## config.mk

```make
export PLATFORM = sky130hd
export DESIGN_NAME = serial_command_line_decoder_core
export DESIGN_NICKNAME = d
export VERILOG_FILES = /design/src/design/scld_pkg.sv /design/src/design/scld_line_parser.sv /design/src/design/serial_command_line_decoder_core.sv
export SDC_FILE = /design/constraint.sdc
export NUM_CORES = 1
export LEC_CHECK = 0
export BUFFER_PORTS_ARGS = -buffer_cell sky130_fd_sc_hd__buf_2
export CELL_PAD_IN_SITES_DETAIL_PLACEMENT = 0
export CELL_PAD_IN_SITES_GLOBAL_PLACEMENT = 2
export CORE_MARGIN = 4
export CORE_UTILIZATION = 33
export DETAILED_ROUTE_END_ITERATION = 8
export GPL_ROUTABILITY_DRIVEN = 0
export PLACE_DENSITY_LB_ADDON = 0.1
export SYNTH_ARGS = -nofsm -noshare
export SYNTH_HDL_FRONTEND = slang
export SYNTH_SLANG_ARGS = --single-unit
```

## constraint.sdc

```tcl
create_clock -name clk -period 3.41 [get_ports clk]
set_input_delay 0.5115 -clock clk [delete_from_list [all_inputs] [get_ports clk]]
set_output_delay 0.5115 -clock clk [all_outputs]
set_load 0.005 [all_outputs]
```

## src/design/scld_pkg.sv

```systemverilog
`default_nettype none

package scld_pkg;

	// Result codes reported with every item
	typedef enum logic [2:0] {
		EV_NONE     = 3'd0,
		EV_APPLIED  = 3'd1,
		EV_NO_COLON = 3'd2,
		EV_UNKNOWN  = 3'd3,
		EV_REJECTED = 3'd4
	} event_t;

	// Lock motor modes
	typedef enum logic [1:0] {
		LOCK_IDLE      = 2'd0,
		LOCK_LOCKING   = 2'd1,
		LOCK_UNLOCKING = 2'd2
	} lock_mode_t;

	// Input kinds carried in tuser
	localparam logic OP_BYTE = 1'b0;
	localparam logic OP_TICK = 1'b1;

	// Special characters
	localparam logic [7:0] CH_CR    = 8'h0D;
	localparam logic [7:0] CH_LF    = 8'h0A;
	localparam logic [7:0] CH_COLON = 8'h3A;
	localparam logic [7:0] CH_SPACE = 8'h20;
	localparam logic [7:0] CH_TAB   = 8'h09;
	localparam logic [7:0] CH_VT    = 8'h0B;
	localparam logic [7:0] CH_FF    = 8'h0C;
	localparam logic [7:0] CH_PLUS  = 8'h2B;
	localparam logic [7:0] CH_MINUS = 8'h2D;
	localparam logic [7:0] CH_ZERO  = 8'h30;
	localparam logic [7:0] CH_ONE   = 8'h31;
	localparam logic [7:0] CH_NINE  = 8'h39;

	// Key table: bit 0 contactor, bit 1 connector lock, bit 2 state C.
	// Each key is held as ASCII codes with its first character in the highest byte.
	localparam int NUM_KEYS = 3;
	localparam int KEY_TEXT_W = 18 * 8;
	localparam logic [KEY_TEXT_W-1:0] KEY_TEXT [NUM_KEYS] = '{
		KEY_TEXT_W'(104'h73_65_74_5f_63_6f_6e_74_61_63_74_6f_72),
		KEY_TEXT_W'(144'h73_65_74_5f_63_6f_6e_6e_65_63_74_6f_72_5f_6c_6f_63_6b),
		KEY_TEXT_W'(88'h73_65_74_5f_73_74_61_74_65_5f_63)
	};
	localparam logic [4:0] KEY_LEN [NUM_KEYS] = '{5'd13, 5'd18, 5'd11};

	localparam logic [15:0] LOCK_TIMEOUT_RESET = 16'd400;

	// Outcome of a completed line, handed from the parser to the pin logic
	typedef struct packed {
		event_t              ev;
		logic                cmd;
		logic [NUM_KEYS-1:0] keys;
	} line_res_t;

	// True when the character at position pos is the next character of key k.
	// The text is right-justified, so character pos sits at len-1-pos.
	function automatic logic key_hit(input int k, input logic [4:0] pos,
			input logic [7:0] c);
		logic hit;
		hit = 1'b0;
		if (pos < KEY_LEN[k]) begin
			hit = (KEY_TEXT[k][8 * (int'(KEY_LEN[k]) - 1 - int'(pos)) +: 8] == c);
		end
		return hit;
	endfunction

endpackage

`default_nettype wire

```

## src/design/scld_line_parser.sv

```systemverilog
`default_nettype none

module scld_line_parser #(
	parameter int LINE_LIMIT = 42,
	parameter int KEY_LIMIT  = 32
) (
	input  wire                     clk,
	input  wire                     arst_n,
	input  wire                     en,
	input  wire [7:0]               rx_byte,
	output scld_pkg::line_res_t     res
);

	localparam int LW = (LINE_LIMIT > 2) ? $clog2(LINE_LIMIT) : 1;

	typedef enum logic [1:0] {
		PH_SPACE  = 2'd0,
		PH_DIGITS = 2'd1,
		PH_DONE   = 2'd3
	} phase_t;

	typedef enum logic [1:0] {
		CL_ZERO  = 2'd0,
		CL_ONE   = 2'd1,
		CL_OTHER = 2'd2
	} class_t;

	logic [LW-1:0]                 len_q, len_d;
	logic [scld_pkg::NUM_KEYS-1:0] keys_q, keys_d;
	logic                          colon_q, colon_d;
	phase_t                        phase_q, phase_d;
	class_t                        class_q, class_d;
	logic                          neg_q, neg_d;

	logic       is_digit;
	logic       is_space;
	logic [4:0] key_pos;
	logic       room;

	assign is_digit = (rx_byte >= scld_pkg::CH_ZERO) && (rx_byte <= scld_pkg::CH_NINE);
	assign is_space = (rx_byte == scld_pkg::CH_SPACE) || (rx_byte == scld_pkg::CH_TAB) ||
		(rx_byte == scld_pkg::CH_VT) || (rx_byte == scld_pkg::CH_FF);
	assign key_pos  = 5'(len_q);
	assign room     = ((LW+1)'(len_q) + (LW+1)'(1)) < (LW+1)'(LINE_LIMIT);

	// Next line state and the outcome of a line end
	always_comb begin
		len_d    = len_q;
		keys_d   = keys_q;
		colon_d  = colon_q;
		phase_d  = phase_q;
		class_d  = class_q;
		neg_d    = neg_q;
		res.ev   = scld_pkg::EV_NONE;
		res.cmd  = (class_q == CL_ONE);
		res.keys = keys_q;

		if (rx_byte == scld_pkg::CH_CR) begin
			// carriage return is ignored
		end else if (rx_byte == scld_pkg::CH_LF) begin
			if (len_q != '0) begin
				if (!colon_q) begin
					res.ev = scld_pkg::EV_NO_COLON;
				end else if (keys_q == '0) begin
					res.ev = scld_pkg::EV_UNKNOWN;
				end else if (class_q == CL_OTHER || (class_q == CL_ONE && neg_q)) begin
					res.ev = scld_pkg::EV_REJECTED;
				end else begin
					res.ev = scld_pkg::EV_APPLIED;
				end
				len_d   = '0;
				keys_d  = '1;
				colon_d = 1'b0;
				phase_d = PH_SPACE;
				class_d = CL_ZERO;
				neg_d   = 1'b0;
			end
		end else if (room) begin
			if (colon_q) begin
				// Value characters, read as atoi would
				if (phase_q != PH_DONE) begin
					if (is_digit) begin
						if (class_q == CL_ZERO) begin
							if (rx_byte == scld_pkg::CH_ZERO) begin
								class_d = CL_ZERO;
							end else if (rx_byte == scld_pkg::CH_ONE) begin
								class_d = CL_ONE;
							end else begin
								class_d = CL_OTHER;
							end
						end else begin
							class_d = CL_OTHER;
						end
						phase_d = PH_DIGITS;
					end else if (phase_q == PH_SPACE && is_space) begin
						// leading space is skipped
					end else if (phase_q == PH_SPACE &&
							(rx_byte == scld_pkg::CH_PLUS || rx_byte == scld_pkg::CH_MINUS)) begin
						neg_d   = (rx_byte == scld_pkg::CH_MINUS);
						phase_d = PH_DIGITS;
					end else begin
						phase_d = PH_DONE;
					end
				end
			end else if (rx_byte == scld_pkg::CH_COLON) begin
				// The key ends here: keep only keys of exactly this length, and none at KEY_LIMIT or more
				colon_d = 1'b1;
				for (int k = 0; k < scld_pkg::NUM_KEYS; k++) begin
					if (32'(len_q) != 32'(scld_pkg::KEY_LEN[k])) begin
						keys_d[k] = 1'b0;
					end
				end
				if (32'(len_q) >= 32'(KEY_LIMIT)) begin
					keys_d = '0;
				end
			end else begin
				// Key characters: drop every key that no longer matches
				for (int k = 0; k < scld_pkg::NUM_KEYS; k++) begin
					if (!((32'(len_q) < 32'(scld_pkg::KEY_LEN[k])) &&
							scld_pkg::key_hit(k, key_pos, rx_byte))) begin
						keys_d[k] = 1'b0;
					end
				end
			end
			len_d = len_q + LW'(1);
		end else begin
			// Overflow: the byte is dropped and the line starts again
			len_d   = '0;
			keys_d  = '1;
			colon_d = 1'b0;
			phase_d = PH_SPACE;
			class_d = CL_ZERO;
			neg_d   = 1'b0;
		end
	end

	// Line state registers
	always_ff @(posedge clk or negedge arst_n) begin
		if (!arst_n) begin
			len_q   <= '0;
			keys_q  <= '1;
			colon_q <= 1'b0;
			phase_q <= PH_SPACE;
			class_q <= CL_ZERO;
			neg_q   <= 1'b0;
		end else if (en) begin
			len_q   <= len_d;
			keys_q  <= keys_d;
			colon_q <= colon_d;
			phase_q <= phase_d;
			class_q <= class_d;
			neg_q   <= neg_d;
		end
	end

endmodule

`default_nettype wire

```

## src/design/serial_command_line_decoder_core.sv

```systemverilog
`default_nettype none

// Channel     Direction  Handshake                      Payload
// s_axis      in         s_axis_tvalid / s_axis_tready  tdata: rx_byte; tuser: op
// m_axis      out        m_axis_tvalid / m_axis_tready  tdata: pins, lock mode, event
// cfg         in         cfg_valid / cfg_ready          cfg_data: lock timeout in ticks
//
// Every item gives one result item: it passes from the input register through the decode
// logic into the result register; a stall on the output can keep it in the input register.
// One item per cycle is sustained while m_axis_tready is high; a stall on the output
// holds both registers and drops s_axis_tready only when both are full.
// Reset leaves the relay pin high, the other pins low, the lock idle and the timeout 400.
// cfg_ready is always high.

module serial_command_line_decoder_core #(
	parameter int LINE_LIMIT = 42,
	parameter int KEY_LIMIT  = 32
) (
	input  wire         clk,
	input  wire         arst_n,
	input  wire         s_axis_tvalid,
	output logic        s_axis_tready,
	input  wire  [7:0]  s_axis_tdata,   // [7:0] rx_byte
	input  wire  [0:0]  s_axis_tuser,   // [0] op
	output logic        m_axis_tvalid,
	input  wire         m_axis_tready,
	output logic [15:0] m_axis_tdata,   // [0] relay_pin, [1] motor_a_pin, [2] motor_b_pin,
	                                    // [3] state_c_pin, [5:4] lock_mode, [8:6] event_res,
	                                    // [15:9] zero
	input  wire         cfg_valid,
	output logic        cfg_ready,
	input  wire  [15:0] cfg_data
);

	// Input register
	logic       valid_s1;
	logic       op_s1;
	logic [7:0] byte_s1;

	logic adv;
	logic out_free;

	// Controller state
	logic [15:0]          timeout_q;
	logic [15:0]          elapsed_q;
	scld_pkg::lock_mode_t mode_q;
	logic                 relay_q, mot_a_q, mot_b_q, state_c_q;

	// Next values
	logic [15:0]          elapsed_d;
	scld_pkg::lock_mode_t mode_d;
	logic                 relay_d, mot_a_d, mot_b_d, state_c_d;
	scld_pkg::event_t     ev_d;

	scld_pkg::line_res_t line_res;

	assign out_free      = !m_axis_tvalid || m_axis_tready;
	assign adv           = valid_s1 && out_free;
	assign s_axis_tready = !valid_s1 || out_free;
	assign cfg_ready     = 1'b1;

	// Line gathering and key/value decoding
	scld_line_parser #(
		.LINE_LIMIT (LINE_LIMIT),
		.KEY_LIMIT  (KEY_LIMIT)
	) u_parser (
		.clk     (clk),
		.arst_n  (arst_n),
		.en      (adv && (op_s1 == scld_pkg::OP_BYTE)),
		.rx_byte (byte_s1),
		.res     (line_res)
	);

	// Input register
	always_ff @(posedge clk or negedge arst_n) begin
		if (!arst_n) begin
			valid_s1 <= 1'b0;
		end else if (s_axis_tready) begin
			valid_s1 <= s_axis_tvalid;
		end
	end

	always_ff @(posedge clk) begin
		if (s_axis_tready && s_axis_tvalid) begin
			op_s1   <= s_axis_tuser[0];
			byte_s1 <= s_axis_tdata;
		end
	end

	// Timer and pin updates
	always_comb begin
		elapsed_d = elapsed_q;
		mode_d    = mode_q;
		relay_d   = relay_q;
		mot_a_d   = mot_a_q;
		mot_b_d   = mot_b_q;
		state_c_d = state_c_q;
		ev_d      = scld_pkg::EV_NONE;

		if (op_s1 == scld_pkg::OP_TICK) begin
			if (elapsed_q != 16'hFFFF) begin
				elapsed_d = elapsed_q + 16'd1;
			end
			if (elapsed_d >= timeout_q) begin
				mot_a_d = 1'b0;
				mot_b_d = 1'b0;
				mode_d  = scld_pkg::LOCK_IDLE;
			end
		end else begin
			ev_d = line_res.ev;
			if (line_res.ev == scld_pkg::EV_APPLIED) begin
				if (line_res.keys[0]) begin
					relay_d = !line_res.cmd;
				end else if (line_res.keys[1]) begin
					mot_a_d   = !line_res.cmd;
					mot_b_d   = line_res.cmd;
					mode_d    = line_res.cmd ? scld_pkg::LOCK_LOCKING : scld_pkg::LOCK_UNLOCKING;
					elapsed_d = '0;
				end else begin
					state_c_d = line_res.cmd;
				end
			end
		end
	end

	// Controller state and configuration
	always_ff @(posedge clk or negedge arst_n) begin
		if (!arst_n) begin
			timeout_q <= scld_pkg::LOCK_TIMEOUT_RESET;
			elapsed_q <= '0;
			mode_q    <= scld_pkg::LOCK_IDLE;
			relay_q   <= 1'b1;
			mot_a_q   <= 1'b0;
			mot_b_q   <= 1'b0;
			state_c_q <= 1'b0;
		end else begin
			if (cfg_valid && cfg_ready) begin
				timeout_q <= cfg_data;
			end
			if (adv) begin
				elapsed_q <= elapsed_d;
				mode_q    <= mode_d;
				relay_q   <= relay_d;
				mot_a_q   <= mot_a_d;
				mot_b_q   <= mot_b_d;
				state_c_q <= state_c_d;
			end
		end
	end

	// Result register
	always_ff @(posedge clk or negedge arst_n) begin
		if (!arst_n) begin
			m_axis_tvalid <= 1'b0;
		end else if (out_free) begin
			m_axis_tvalid <= valid_s1;
		end
	end

	always_ff @(posedge clk) begin
		if (adv) begin
			m_axis_tdata <= {7'd0, ev_d, mode_d, state_c_d, mot_b_d, mot_a_d, relay_d};
		end
	end

endmodule

`default_nettype wire

```

==> results of run 1 <==
## registers in the layout, summed over array words and instances, names as in the netlist, 2 cells and up
signal	flops
byte_s1	8
elapsed_q	16
m_axis_tdata	9
mode_q	2
timeout_q	16
u_parser.class_q	2
u_parser.keys_q	3
u_parser.len_q	6
u_parser.phase_q	2
## logic make-up (layout without fill, tap and decap cells)
group	Yosys count	count (layout)	share of synthesized area [%]
and+or+nand+nor	260	260	23.1
AOI/OAI and AO/OA	219	219	24.5
buffers and inverters	84	125	6.41
DFF	73	73	33.0
xor gates and xnor gates	28	28	4.20
adders and majority gates	25	25	5.36
muxes	18	18	3.34
other	2	8	0.129
## worst max-delay path, stage by stage (launching register included)
cell	delay [ns]
sky130_fd_sc_hd__dfrtp_1	0.43
sky130_fd_sc_hd__nand3_1	0.16
sky130_fd_sc_hd__nor4_2	0.31
sky130_fd_sc_hd__nand2b_1	0.14
sky130_fd_sc_hd__buf_4	0.18
sky130_fd_sc_hd__mux2_2	0.29
sky130_fd_sc_hd__ha_1	0.28
sky130_fd_sc_hd__a21o_1	0.16
sky130_fd_sc_hd__a21oi_1	0.14
sky130_fd_sc_hd__o211ai_1	0.19
sky130_fd_sc_hd__a311oi_2	0.32
sky130_fd_sc_hd__buf_4	0.18
sky130_fd_sc_hd__nand2b_1	0.17
sky130_fd_sc_hd__o2bb2ai_1	0.14
## through the flow
step                      area, µm²  setup WS [ns]  std cells  power, µW  util [%]
after global routing           6750         0.0145        981       5860      39.0
after global placement         6390          0.238        965       4410      37.0
after detailed placement       6390         0.0962        965       4390      37.0
after CTS                      6710         0.0847        981       5460      38.8
after floorplan                5860          0.152        715       3460         -
final                          6750          0.249        981       5460      39.0
## cells in the mapped netlist, types with 4 or more instances
master	count	area [µm²]
sky130_fd_sc_hd__o21a_1	4	30.0
sky130_fd_sc_hd__mux2_2	12	135
sky130_fd_sc_hd__o31ai_1	9	67.6
sky130_fd_sc_hd__buf_4	10	75.1
sky130_fd_sc_hd__buf_2	11	55.1
sky130_fd_sc_hd__nor2b_1	11	68.8
sky130_fd_sc_hd__inv_1	28	105
sky130_fd_sc_hd__mux2i_1	6	60.1
sky130_fd_sc_hd__nand2_1	65	244
sky130_fd_sc_hd__nand2b_1	20	125
sky130_fd_sc_hd__edfxtp_1	18	541
sky130_fd_sc_hd__xnor2_1	12	105
sky130_fd_sc_hd__or4_1	4	30.0
sky130_fd_sc_hd__o21ai_1	4	20.0
sky130_fd_sc_hd__xor2_1	16	140
sky130_fd_sc_hd__dfstp_2	7	184
sky130_fd_sc_hd__o2bb2ai_1	6	52.6
sky130_fd_sc_hd__nand3b_1	8	60.1
sky130_fd_sc_hd__a22o_1	8	70.1
sky130_fd_sc_hd__clkbuf_1	26	97.6
sky130_fd_sc_hd__o22ai_1	6	37.5
sky130_fd_sc_hd__nand4_1	11	68.8
sky130_fd_sc_hd__nand3_1	25	125
sky130_fd_sc_hd__nor3_1	20	100
sky130_fd_sc_hd__a21o_1	8	60.1
sky130_fd_sc_hd__nand4b_1	4	35.0
sky130_fd_sc_hd__a21oi_1	44	220
sky130_fd_sc_hd__ha_1	25	313
sky130_fd_sc_hd__nor4_1	7	43.8
sky130_fd_sc_hd__or3_1	4	25.0
sky130_fd_sc_hd__dfrtp_1	48	1200
sky130_fd_sc_hd__a21boi_0	4	30.0
sky130_fd_sc_hd__nor2_1	52	195
sky130_fd_sc_hd__o211ai_1	4	30.0
sky130_fd_sc_hd__o21ai_0	60	300
sky130_fd_sc_hd__and3_1	10	62.6
sky130_fd_sc_hd__a211oi_1	6	45.0
sky130_fd_sc_hd__a31oi_1	20	125
sky130_fd_sc_hd__buf_1	4	15.0
## what timing repair did
action / CTS / global route
hold buffers: 0 / 0
setup endpoints to repair: 0 / 8
gates resized for setup: 0 / 7
## layout by cell type, fill, tap and decap left out, types with 11 or more instances in the layout
cell / instances
sky130_fd_sc_hd__nor3_1: 19
sky130_fd_sc_hd__nand4_1: 11
sky130_fd_sc_hd__nand2_1: 65
sky130_fd_sc_hd__dfrtp_1: 48
sky130_fd_sc_hd__inv_1: 28
sky130_fd_sc_hd__mux2_2: 12
sky130_fd_sc_hd__xnor2_1: 12
sky130_fd_sc_hd__a31oi_1: 20
sky130_fd_sc_hd__edfxtp_1: 18
sky130_fd_sc_hd__o21ai_0: 60
sky130_fd_sc_hd__nand2b_1: 20
sky130_fd_sc_hd__ha_1: 25
sky130_fd_sc_hd__xor2_1: 16
sky130_fd_sc_hd__nor2_1: 52
sky130_fd_sc_hd__a21oi_1: 44
sky130_fd_sc_hd__nand3_1: 24
sky130_fd_sc_hd__buf_2: 40
sky130_fd_sc_hd__buf_4: 35
## worst paths after layout
kind	from	to	slack [ns]	cells past startpoint
setup / recovery	elapsed_q[13]	mot_a_q	0.25	13
hold / removal	arst_n	u_parser.len_q[0]	0.18	1
setup reg to reg	elapsed_q[13]	mot_a_q	0.25	13
hold reg to reg	u_parser.neg_q	u_parser.neg_q	0.49	2
max in group asynchronous	arst_n	timeout_q[4]	2.46	2
min in group clk	s_axis_tdata[7]	byte_s1[7]	0.35	1
## power by group through the flow
stage	Combinational, µW	Clock, µW	Sequential, µW
2_1_floorplan	2290	0	1180
3_3_place_gp	3160	0	1250
3_5_place_dp	3130	0	1260
4_1_cts	3160	1060	1240
5_1_grt	3500	1100	1270
6_report	3180	1030	1240
## routing by layer
metal	GRT usage [%]	wire, µm
met5	0	13
met3	3.19	819
met4	4.44	284
met2	27.3	7830
met1	27.4	9230
## cell type report
type                    count  share of cell area [%]
multi-input cells         558                    53.3
flip-flops and latches     73                    28.5
repair buffers             77                    7.45
well taps                 225                    4.17
clock buffers               9                    3.34
inverters                  32                    1.78
clock inverters             7                    1.41
==> results, run 1 <==
- Setup repair after global routing left no endpoint under its margin.
- The detail-routed net length per standard cell is 18.5 µm.
- The clock slew seen by the registers of the worst setup and hold paths is 0.06 ns.
- The critical path in this run is classified as reg2reg.
- The wire length reported by the detailed router is 18200 µm.
- The power spent charging and discharging nets is 2500 µW.
- In this run the count of I/O pins placed on the die edge is 49.
- The count of input and output buffers is 40.
- The synthesized netlist occupies a cell area of 0.00584 mm².
- The internal power is 2960 µW.
- Summing all multi-input logic gate instances after layout gives 0.00360 mm².
- The post-synthesis average cell area is 8.24 µm².
- For the pin with the worst max-slew slack, the measured transition is 0.683 ns.
- For this run, the top clock speed supported by timing is 0.316 GHz.
- The wire length of the first global-routing pass is 29100 µm.
- After global routing the overflow that remains totals 0.
- Sequential cells account for 22.8% of the total power.
- In this run the remaining antenna-violating nets after routing total 0.
- Summing over every cut layer, the via total after detailed routing is 5550.
- The number of buffers created by CTS is 9.
- The worst-case hold slack is 0.185 ns.
- The area growth from synthesis to layout is 15.6%.
- The synthesized netlist cell count is 709.
- The number of different library cells in the post-synthesis netlist is 78.
- The H-tree was split into 3 levels.
- The part of the power in combinational logic is 58.4%.
- The power density of the placed cells is 808 mW/mm².
- The remaining design rule violation count is 0.
- The die boundary height is 141 µm.
- The worst path uses 92.7% of the clock period.
- Setup violations remaining at the end of the flow were counted as 0.
- The peak supply drop is 0.000247 V.
- Of the synthesized area, sequential elements account for 33.0%.
- The count of standard-cell rows is 48.
- The number of vias per cell is 5.66.
- The number of global-route vias before repair came to 5215.
- In the synthesized netlist the async set-or-reset flop fraction comes to 75.3%.
- The peak fanout along the critical path is 6.
- Yosys mapped a number of flops with a built-in enable equal to 18.
- The worst pin sits at a relative slew slack of 54.1%.
- The cell sitting at the root of the clock tree is a sky130_fd_sc_hd__clkbuf_16.
- The all-layer global routing usage is 18.3%.
- The clock reaches the later pin of the worst-skew pair after 0.34 ns.
- The fill cell instance count of the final layout is 1801.
- The synthesized design contains 73 register bits.
- For this configuration, the core starts out at a cell density of 33.8%.
- The register area is 0.00193 mm².
- The kind of launch point of the worst setup path is a register.
- Summed over all cells, the static leakage comes to 0.00278 µW.
- The HPWL after detailed placement is 13300 µm.
- The violation count after the first detailed-routing iteration is 433.
- For the final database, setup skew stands at 0.00843 ns.
- Subtracting the final worst setup slack from the clock period gives 3.16 ns.
- The yosys synthesis warning count is 0.
- Data on the critical path is required at its endpoint by 3.67 ns.
- In this run the standard cell core region covers 0.0173 mm².
- The largest net degree at the start of global routing is 40.
- The initial antenna violation count was 1.
- The post-route setup TNS is 0 ns.
- The final hold violation count came to 0.
- The worst setup path is captured at a register.
- The class of the tightest hold or removal check is in2async.
- The most frequently used flop master after synthesis is sky130_fd_sc_hd__dfrtp_1.
- The buffer count from post-CTS setup fixing is 0.
- The run finished with clean final reports.
- Counting along the longest clock path gives a buffer depth of 2.
- In this run the horizontal extent of the chip is 141 µm.
- The number of antenna diodes is 0.
- The layout cell share with drive strength beyond 1 is 17.5%.
- The die area is 0.0199 mm².
- The worst path arrival time is 3.42 ns.
- Net switching is 45.8% of the power.
- Max-cap violations in this run came to 0.
- The number of pins with negative max-slew slack in the final report is 0.
- Per report_power, the clock group accounts for 18.8% of the total.
- The number of nets in the final layout is 806.
- The CTS tree is built.
- The number of search-and-repair iterations in the first detailed-routing pass is 5.
- Clock tree synthesis found a total of 73 sinks.
No activity file was read; power rests on OpenSTA's default activity.
==> inputs of run 2 (changes only) <==
GPL_TIMING_DRIVEN = 0   (was unset)
==> run 2 against run 1 <==
Net effect:
- first-iteration DRC count increased by 13%
- sequential share of layout area shrank 0.43 points
- sequential cell count is the same
- register-to-register slack got worse by 0.18 ns
- largest power group unchanged
- clock power is essentially flat
- critical path type unchanged
- final cell count increased by 2.0%
- sequential power about the same
==> results, run 2 (synthesis results as in run 1) <==
- Setup repair after global routing could not meet its margin everywhere.
- The peak clock frequency supported by timing is 0.300 GHz.
- After the flow finishes, the layout carries non-filler instances totaling 1001.
- In this run the deepest clock path goes through 2 buffers.
- The number of antenna diodes is 0.
- The residual antenna-violating net count after detailed routing is 0.
- For this design the ratio of total power to cell area is 824 mW/mm².
- The worst-case headroom to the max-slew limit is 48.1%.
- The final hold violation count came to 0.
- The number of pins with negative max-slew slack in the final report was 0.
- The final layout contains routed wiring with a total length of 19700 µm.
- The run finished with clean final reports.
- The number of global-route vias before repair is 5370.
- The worst-case hold slack is 0.252 ns.
- The number of search-and-repair iterations in the first detailed-routing pass is 5.
- The peak fanout along the critical path is 10.
- The leading cell type in the layout, fill and taps excluded is sky130_fd_sc_hd__nand2_1.
- Once the floorplan was initialized, standard cells occupied 33.8% of the core.
- Setup violations remaining at the end of the flow were counted as 0.
- Buffers inserted to repair hold after CTS numbered 0.
- The floorplan step set the die height to 141 µm.
- The initial antenna violation count is 0.
- The class of the tightest hold or removal check is in2async.
- The routing usage on met2 is 28.0%.
- The worst setup path is captured at a register.
- From synthesis to final layout, the design area changed by 17.6%.
- The clock insertion delay at the later pin of the skew report is 0.33 ns.
- Once placement completed, the tool counted placed cells totaling 980.
- The die outline width is 141 µm.
- TritonCTS built the clock tree.
- Row generation in the floorplan step produced 48 rows.
- Across the routed clock network, the largest skew measured is 0.00875 ns.
- The post-route fraction of the period consumed by the critical path is 97.9%.
- CTS saw 73 sinks.
- The number of vias per cell is 5.80.
- The buffer cell driving the clock tree root is sky130_fd_sc_hd__clkbuf_16.
- After clock tree synthesis, the clock-pin slew on the worst setup and hold paths is 0.06 ns.
- At the worst endpoint, the arrival time is 3.58 ns.
- In the layout the commonest cells are 64 x sky130_fd_sc_hd__nand2_1, 59 x sky130_fd_sc_hd__o21ai_0, 52 x sky130_fd_sc_hd__nor2_1.
- The layout cell share with drive strength beyond 1 is 18.9%.
- The first routing iteration left 491 violations.
- The largest registers in the layout are elapsed_q x16, timeout_q x16, m_axis_tdata x9.
- The detail-routed net length per standard cell is 19.7 µm.
- The global-route met3 utilization is 4.92%.
- In this run the static leakage power is 0.00283 µW.
- The number of nets in the final layout is 826.
- The peak supply drop is 0.000364 V.
- Global routing consumed, over all layers together, 19.4% of the routing resources.
- The global routing stage identified its most utilized layer as met1.
- The fill cell instance count of the final layout is 1782.
- The sum of internal, switching and leakage power is 5660 µW.
- The met1 layer usage reported by global route is 29.2%.
- The residual overflow from global routing is 0.
- The number of vias after detailed routing is 5808.
- The worst setup path category is reg2reg.
- The I/O pin total is 49.
- The final critical path time including I/O delays and setup is 3.34 ns.
- For this run, the share of the core covered by cells in the final layout is 39.7%.
- The depth of the CTS H-tree is 3.
- The placeable core area is 0.0173 mm².
- The first global-routing pass estimated 30600 µm of wire.
- The placed instance area is 0.00634 mm².
- The worst setup path is launched from a register.
- The tool flagged a number of max-cap violations equal to 0.
- The HPWL after detailed placement is 14600 µm.
- The remaining design rule violation count is 0.
- The total non-filler cell area in the finished layout is 0.00687 mm².
- The worst-margin pin slew is 0.778 ns.
- The die area is 0.0199 mm².
- The number of buffers created by CTS is 9.
- The data required time at the worst endpoint is 3.65 ns.
- The largest net degree at the start of global routing is 56.
- The count of input and output buffers is 40.
-- run 2: final timing paths --
path	startpoint	end	slack [ns]	cells past startpoint
worst min register to register	u_parser.neg_q	u_parser.neg_q	0.48	2
worst min-delay path	arst_n	u_parser.len_q[4]	0.25	1
min in group clk	s_axis_tdata[2]	byte_s1[2]	0.35	1
max in group asynchronous	arst_n	elapsed_q[4]	2.60	1
worst max-delay path	u_parser.len_q[1]	u_parser.keys_q[1]	0.07	11
worst max register to register	u_parser.len_q[1]	u_parser.keys_q[1]	0.07	11
-- run 2: report_power, final --
part | internal, µW | switching, µW
Sequential | 1060 | 169
Combinational | 1250 | 2150
Clock | 641 | 385
-- run 2: metrics by stage --
stage / setup TNS (ns) / worst slack (ns)
final: 0 / 0.0726
after global routing: -0.0457 / -0.0208
after CTS: 0 / 0.0181
after detailed placement: -13.96 / -0.894
after global placement: -13.13 / -0.854
after floorplan: 0 / 0.152
-- run 2: worst max-delay path, stage by stage, from the launching register on --
cell,delay (ns)
sky130_fd_sc_hd__dfrtp_2,0.45
sky130_fd_sc_hd__clkbuf_4,0.22
sky130_fd_sc_hd__inv_1,0.25
sky130_fd_sc_hd__ha_1,0.26
sky130_fd_sc_hd__buf_2,0.27
sky130_fd_sc_hd__nor2b_1,0.38
sky130_fd_sc_hd__a2111oi_0,0.18
sky130_fd_sc_hd__o22ai_1,0.27
sky130_fd_sc_hd__mux2i_1,0.24
sky130_fd_sc_hd__nand2_1,0.06
sky130_fd_sc_hd__or4_1,0.39
sky130_fd_sc_hd__o31ai_1,0.25
-- run 2: metal layers --
metal  share of wire (%)  up-vias
met4                 1.4        0
met2                  43      271
met5                   0        -
met1                  48     2786
met3                 8.2       24
li1                    -     2727
-- run 2: timing repair --
action                     4_1_cts  5_1_grt
hold endpoints to repair         0        0
setup buffers                    1        6
setup endpoints to repair       40       14
resized for setup               22       25
pin swaps                        1        5
gates cloned                     0        0
-- run 2: cell type report --
cell class	count	area [µm²]	area share [%]
Multi-Input combinational cell	558	3690	53.8
Buffer	50	263	3.83
Timing Repair Buffer	47	255	3.72
Inverter	32	125	1.82
Tap cell	225	282	4.10
Clock inverter	7	93.8	1.37
Sequential cell	73	1930	28.1
Clock buffer	9	225	3.28
==> inputs of run 3 (changes only) <==
--- a/config.mk
+++ b/config.mk
@@ -9,6 +9,7 @@
 export CELL_PAD_IN_SITES_DETAIL_PLACEMENT = 0
 export CELL_PAD_IN_SITES_GLOBAL_PLACEMENT = 2
+export CORE_ASPECT_RATIO = 1.75
 export CORE_MARGIN = 4
-export CORE_UTILIZATION = 33
+export CORE_UTILIZATION = 34
 export DETAILED_ROUTE_END_ITERATION = 8
 export GPL_ROUTABILITY_DRIVEN = 0
@@ -17,3 +18,4 @@
 export SYNTH_ARGS = -nofsm -noshare
 export SYNTH_HDL_FRONTEND = slang
+export SYNTH_HIERARCHICAL = 1
 export SYNTH_SLANG_ARGS = --single-unit
==> constraint.sdc (replaced) <==
create_clock -name clk -period 3.41 [get_ports clk]
set_input_delay 0.5115 -clock clk [delete_from_list [all_inputs] [get_ports clk]]
set_output_delay 0.5115 -clock clk [all_outputs]
set_load 0.1 [all_outputs]
==> run 3 against run 2 <==
Net effect:
- die area grew 0.10%
- synthesized cell count grew 1.4%
- critical endpoint is now m_axis_tdata[4]
- largest power group unchanged
- fmax is 3.1% higher
- final cell count is 1.5% higher
- final area up 1.2%
- non-clock buffer count decreased by 2
- count of clock-buffer cells in the layout up 2
==> results, run 3 <==
- The remaining design rule violation count is 0.
- For this run, the total global-route usage over all layers was measured as 21.3%.
- The wire-length estimate of the detail-placed layout is 16200 µm.
- The most frequently used flop master after synthesis is sky130_fd_sc_hd__dfrtp_1.
- Before antenna repair, the detailed router went through 4 iterations.
- The final hold violation count is 0.
- The largest registers in the layout are elapsed_q x16, timeout_q x16, m_axis_tdata x9.
- The end-of-flow core utilization is 40.0%.
- Data on the critical path arrives at its endpoint at 3.34 ns.
- Entering global routing, the biggest net connects 56 pins.
- The top-area cell type share of the netlist area is 20.0%.
- The routing layer with the top usage in global route is met2.
- After synthesis, flip-flops and latches occupy 32.1% of the total area.
- The largest single stage delay on the critical path is 0.45 ns.
- The kind of launch point of the worst setup path is a register.
- The layout cell share with drive strength beyond 1 is 18.6%.
- The placed instance area is 0.00651 mm².
- The logic depth of the worst register-to-register path is 13.
- Counting I/O delays and the setup requirement, the final critical path takes 3.24 ns.
- The clock tree skew after final layout is 0.00906 ns.
- For this run, the top clock speed supported by timing is 0.309 GHz.
- The violation count after the first detailed-routing iteration is 342.
- Counting flops with a built-in enable in the synthesized netlist gives 18.
- For flop-to-flop paths, the worst setup slack is 0.17 ns.
- The number of vias after detailed routing is 5680.
- After clock tree synthesis, the clock-pin slew on the worst setup and hold paths is 0.06 ns.
- The tightest min-delay check is of the in2async type.
- The routing usage on met2 is 41.0%.
- The number of nets in the final layout is 835.
- The number of antenna diodes in the final layout is 0.
- The total leakage power is 0.00293 µW.
- The number of buffers created by CTS is 9.
- With fillers left out, the area of the finished cells amounts to 0.00695 mm².
- After clock tree synthesis, the flow added hold-fix buffers numbering 0.
- The post-route fraction of the period consumed by the critical path is 94.9%.
- The library cell used most frequently in the layout, excluding fill and tap cells, is sky130_fd_sc_hd__nand2_1.
- In this run the worst path has a maximum fanout of 10.
- The largest total area in the synthesized netlist belongs to sky130_fd_sc_hd__dfrtp_1.
- The I/O pin total is 49.
- In this run the tightest slew margin relative to its limit is 32.8%.
- In this run the deepest clock path goes through 2 buffers.
- In the post-synthesis netlist, the biggest area contributors are sky130_fd_sc_hd__dfrtp_1 20%, sky130_fd_sc_hd__edfxtp_1 9.0%, sky130_fd_sc_hd__nand2_1 5.3%.
- The die outline width is 108 µm.
- In the global route stage, met1 resource usage came out at 21.0%.
- The clock insertion delay at the later pin of the skew report is 0.35 ns.
- The power density of the placed cells is 772 mW/mm².
- The number of vias per cell is 5.59.
- Data on the critical path is required at its endpoint by 3.51 ns.
- The top cell types in the final layout, fill and taps aside, are 85 x sky130_fd_sc_hd__nand2_1, 53 x sky130_fd_sc_hd__buf_2, 51 x sky130_fd_sc_hd__o21ai_0.
- Including well taps, the total number of placed cells is 996.
- The worst register-to-register path ends at m_axis_tdata[4].
- The flow ran to the end, and the final reports show no timing, DRC or antenna violations.
- The depth of the CTS H-tree is 3.
- Counting the fill cells in the layout gives 1815.
- The residual overflow from global routing is 0.
- The cell type of the slowest stage on the worst timing path is sky130_fd_sc_hd__dfrtp_1.
- The number of pins with negative max-slew slack in the final report came to 0.
- In this run the vertical extent of the chip is 184 µm.
- The count of cells in the finished layout, fillers not included, comes to 1016.
- The number of clock sinks is 73.
- The detail-routed net length per standard cell is 20.4 µm.
- The critical path in this run is classified as reg2reg.
- The number of different library cells used by synthesis comes to 90.
- During placement, the flow inserted port buffers numbering 40.
- The worst-case IR drop observed on VDD is 0.000532 V.
- The worst-margin pin slew is 0.994 ns.
- TritonCTS built the clock tree.
- For this block, the routed nets add up to 20700 µm of wire.
- The reported max-cap violation count is 0.
- The wire length of the first global-routing pass is 32100 µm.
- The number of global-route vias before repair was 5851.
- The floorplan has 64 rows.
- The region available for standard cell placement spans 0.0174 mm².
- The startpoint of the worst-slack reg-to-reg timing path is elapsed_q[0].
- The worst setup path is captured at a register.
- The global-route met3 utilization is 2.67%.
- After synthesis the netlist holds a flip-flop and latch count of 73.
- The die covers 0.0199 mm².
- For this run, asynchronously set or reset flops after synthesis account for 75.3%.
- The netlist area before placement is 0.00600 mm².
- In the post-synthesis netlist, the cell with the most instances is sky130_fd_sc_hd__nand2_1.
- Sorting the synthesized cells by how often they occur yields 85 x sky130_fd_sc_hd__nand2_1, 53 x sky130_fd_sc_hd__o21ai_0, 48 x sky130_fd_sc_hd__a21oi_1, 48 x sky130_fd_sc_hd__dfrtp_1, 35 x sky130_fd_sc_hd__nor2_1.
- The initial antenna violation count is 0.
- Synthesis produced a netlist whose cell count is 719.
- The residual antenna-violating net count after detailed routing is 0.
- The post-synthesis average cell area is 8.34 µm².
- Clock tree synthesis selected as its root buffer the cell sky130_fd_sc_hd__clkbuf_16.
- The area growth from synthesis to layout is 15.9%.
- Yosys printed 6 warnings.
- The setup violation total in the final timing report is 0.
- Traced cell by cell, the critical path runs through ha_1, and3_2, nand4_4, or2_1, buf_6, xnor2_1, ha_1, nand2b_1, a2111oi_1, a2111oi_1, o21ai_2, buf_12, a21o_1.
- For this configuration, the core starts out at a cell density of 34.5%.
==> run 3: cell count changes in the layout (fill, tap and decap cells not counted), moves of 6 or more <==
cell,delta
sky130_fd_sc_hd__mux2_2,-7
sky130_fd_sc_hd__or3_1,+8
sky130_fd_sc_hd__xnor2_1,+14
sky130_fd_sc_hd__o21ai_0,-8
sky130_fd_sc_hd__a31oi_1,-7
sky130_fd_sc_hd__nor2_1,-17
sky130_fd_sc_hd__nand2_1,+21
sky130_fd_sc_hd__o21ai_1,+6
==> run 3: kinds of logic (layout without fill, tap and decap cells) <==
| logic type | count (synthesis) | after routing | synth area share (%) |
|---|---|---|---|
| simple gates | 270 | 270 | 24.1 |
| compound gates | 211 | 211 | 22.6 |
| buf+inv | 86 | 146 | 7.20 |
| flops | 73 | 73 | 32.1 |
| xor+xnor | 43 | 43 | 6.95 |
| fa+ha+maj | 25 | 25 | 5.22 |
| mux | 9 | 9 | 1.69 |
| other cells | 2 | 8 | 0.125 |
==> run 3: worst max path at each step <==
| stage | start | endpoint | cells after the start |
|---|---|---|---|
| finish | elapsed_q[0] | m_axis_tdata[4] | 13 |
| global route | elapsed_q[0] | m_axis_tdata[2] | 13 |
| CTS | elapsed_q[0] | m_axis_tdata[5] | 13 |
| detailed placement | u_parser/len_q[1] | elapsed_q[0] | 13 |
| global placement | u_parser/len_q[1] | elapsed_q[0] | 13 |
| floorplan | u_parser/len_q[1] | elapsed_q[0] | 13 |
==> run 3: critical path, delay by kind of cell, from the launching register on <==
kind / cells / cell delay, ns
DFF: 1 / 0.45
buffers and inverters: 2 / 0.31
AOI/OAI and AO/OA: 4 / 0.80
adders and majority gates: 2 / 0.49
xor gates and xnor gates: 1 / 0.14
and+or+nand+nor: 4 / 0.80
==> run 3: final cells by class <==
class	instances	area (µm²)	share of cell area [%]
Tap cell	231	289	4.16
Timing Repair Buffer	45	253	3.64
Multi-Input combinational cell	566	3740	53.9
Buffer	50	302	4.34
Sequential cell	73	1930	27.7
Clock buffer	11	264	3.80
Inverter	35	134	1.93
Clock inverter	5	35.0	0.504
==> run 3: report_power, final <==
part           switching, µW  leakage, µW  internal, µW
Clock                    399     0.000145           559
Sequential               167     0.000856          1020
Combinational           2020      0.00193          1190
Total                   2590      0.00293          2770
==> run 3: timing repair <==
item,in CTS,in global routing
setup buffers,5,0
gates resized for setup,15,13
hold endpoints to repair,0,0
pin swaps,2,1
setup endpoints to repair,36,24
==> run 3: routing by layer <==
metal	vias to the layer above	routed length (µm)	share of wire, %
met4	0	1200	5.8
met1	2737	7210	35
met5	-	0	0
li1	2714	-	-
met2	161	11700	57
met3	68	570	2.8
==> run 3: through the flow <==
stage               setup WS (ns)  total power [µW]  hold WS, ns  setup TNS (ns)
finish                      0.173              5360        0.226               0
floorplan                   0.273              3490        0.216               0
global route              -0.0105              5720        0.277         -0.0195
CTS                        0.0160              5360        0.326               0
detailed placement          -1.05              4340        0.486          -19.12
global placement           -0.994              4310        0.482          -17.44
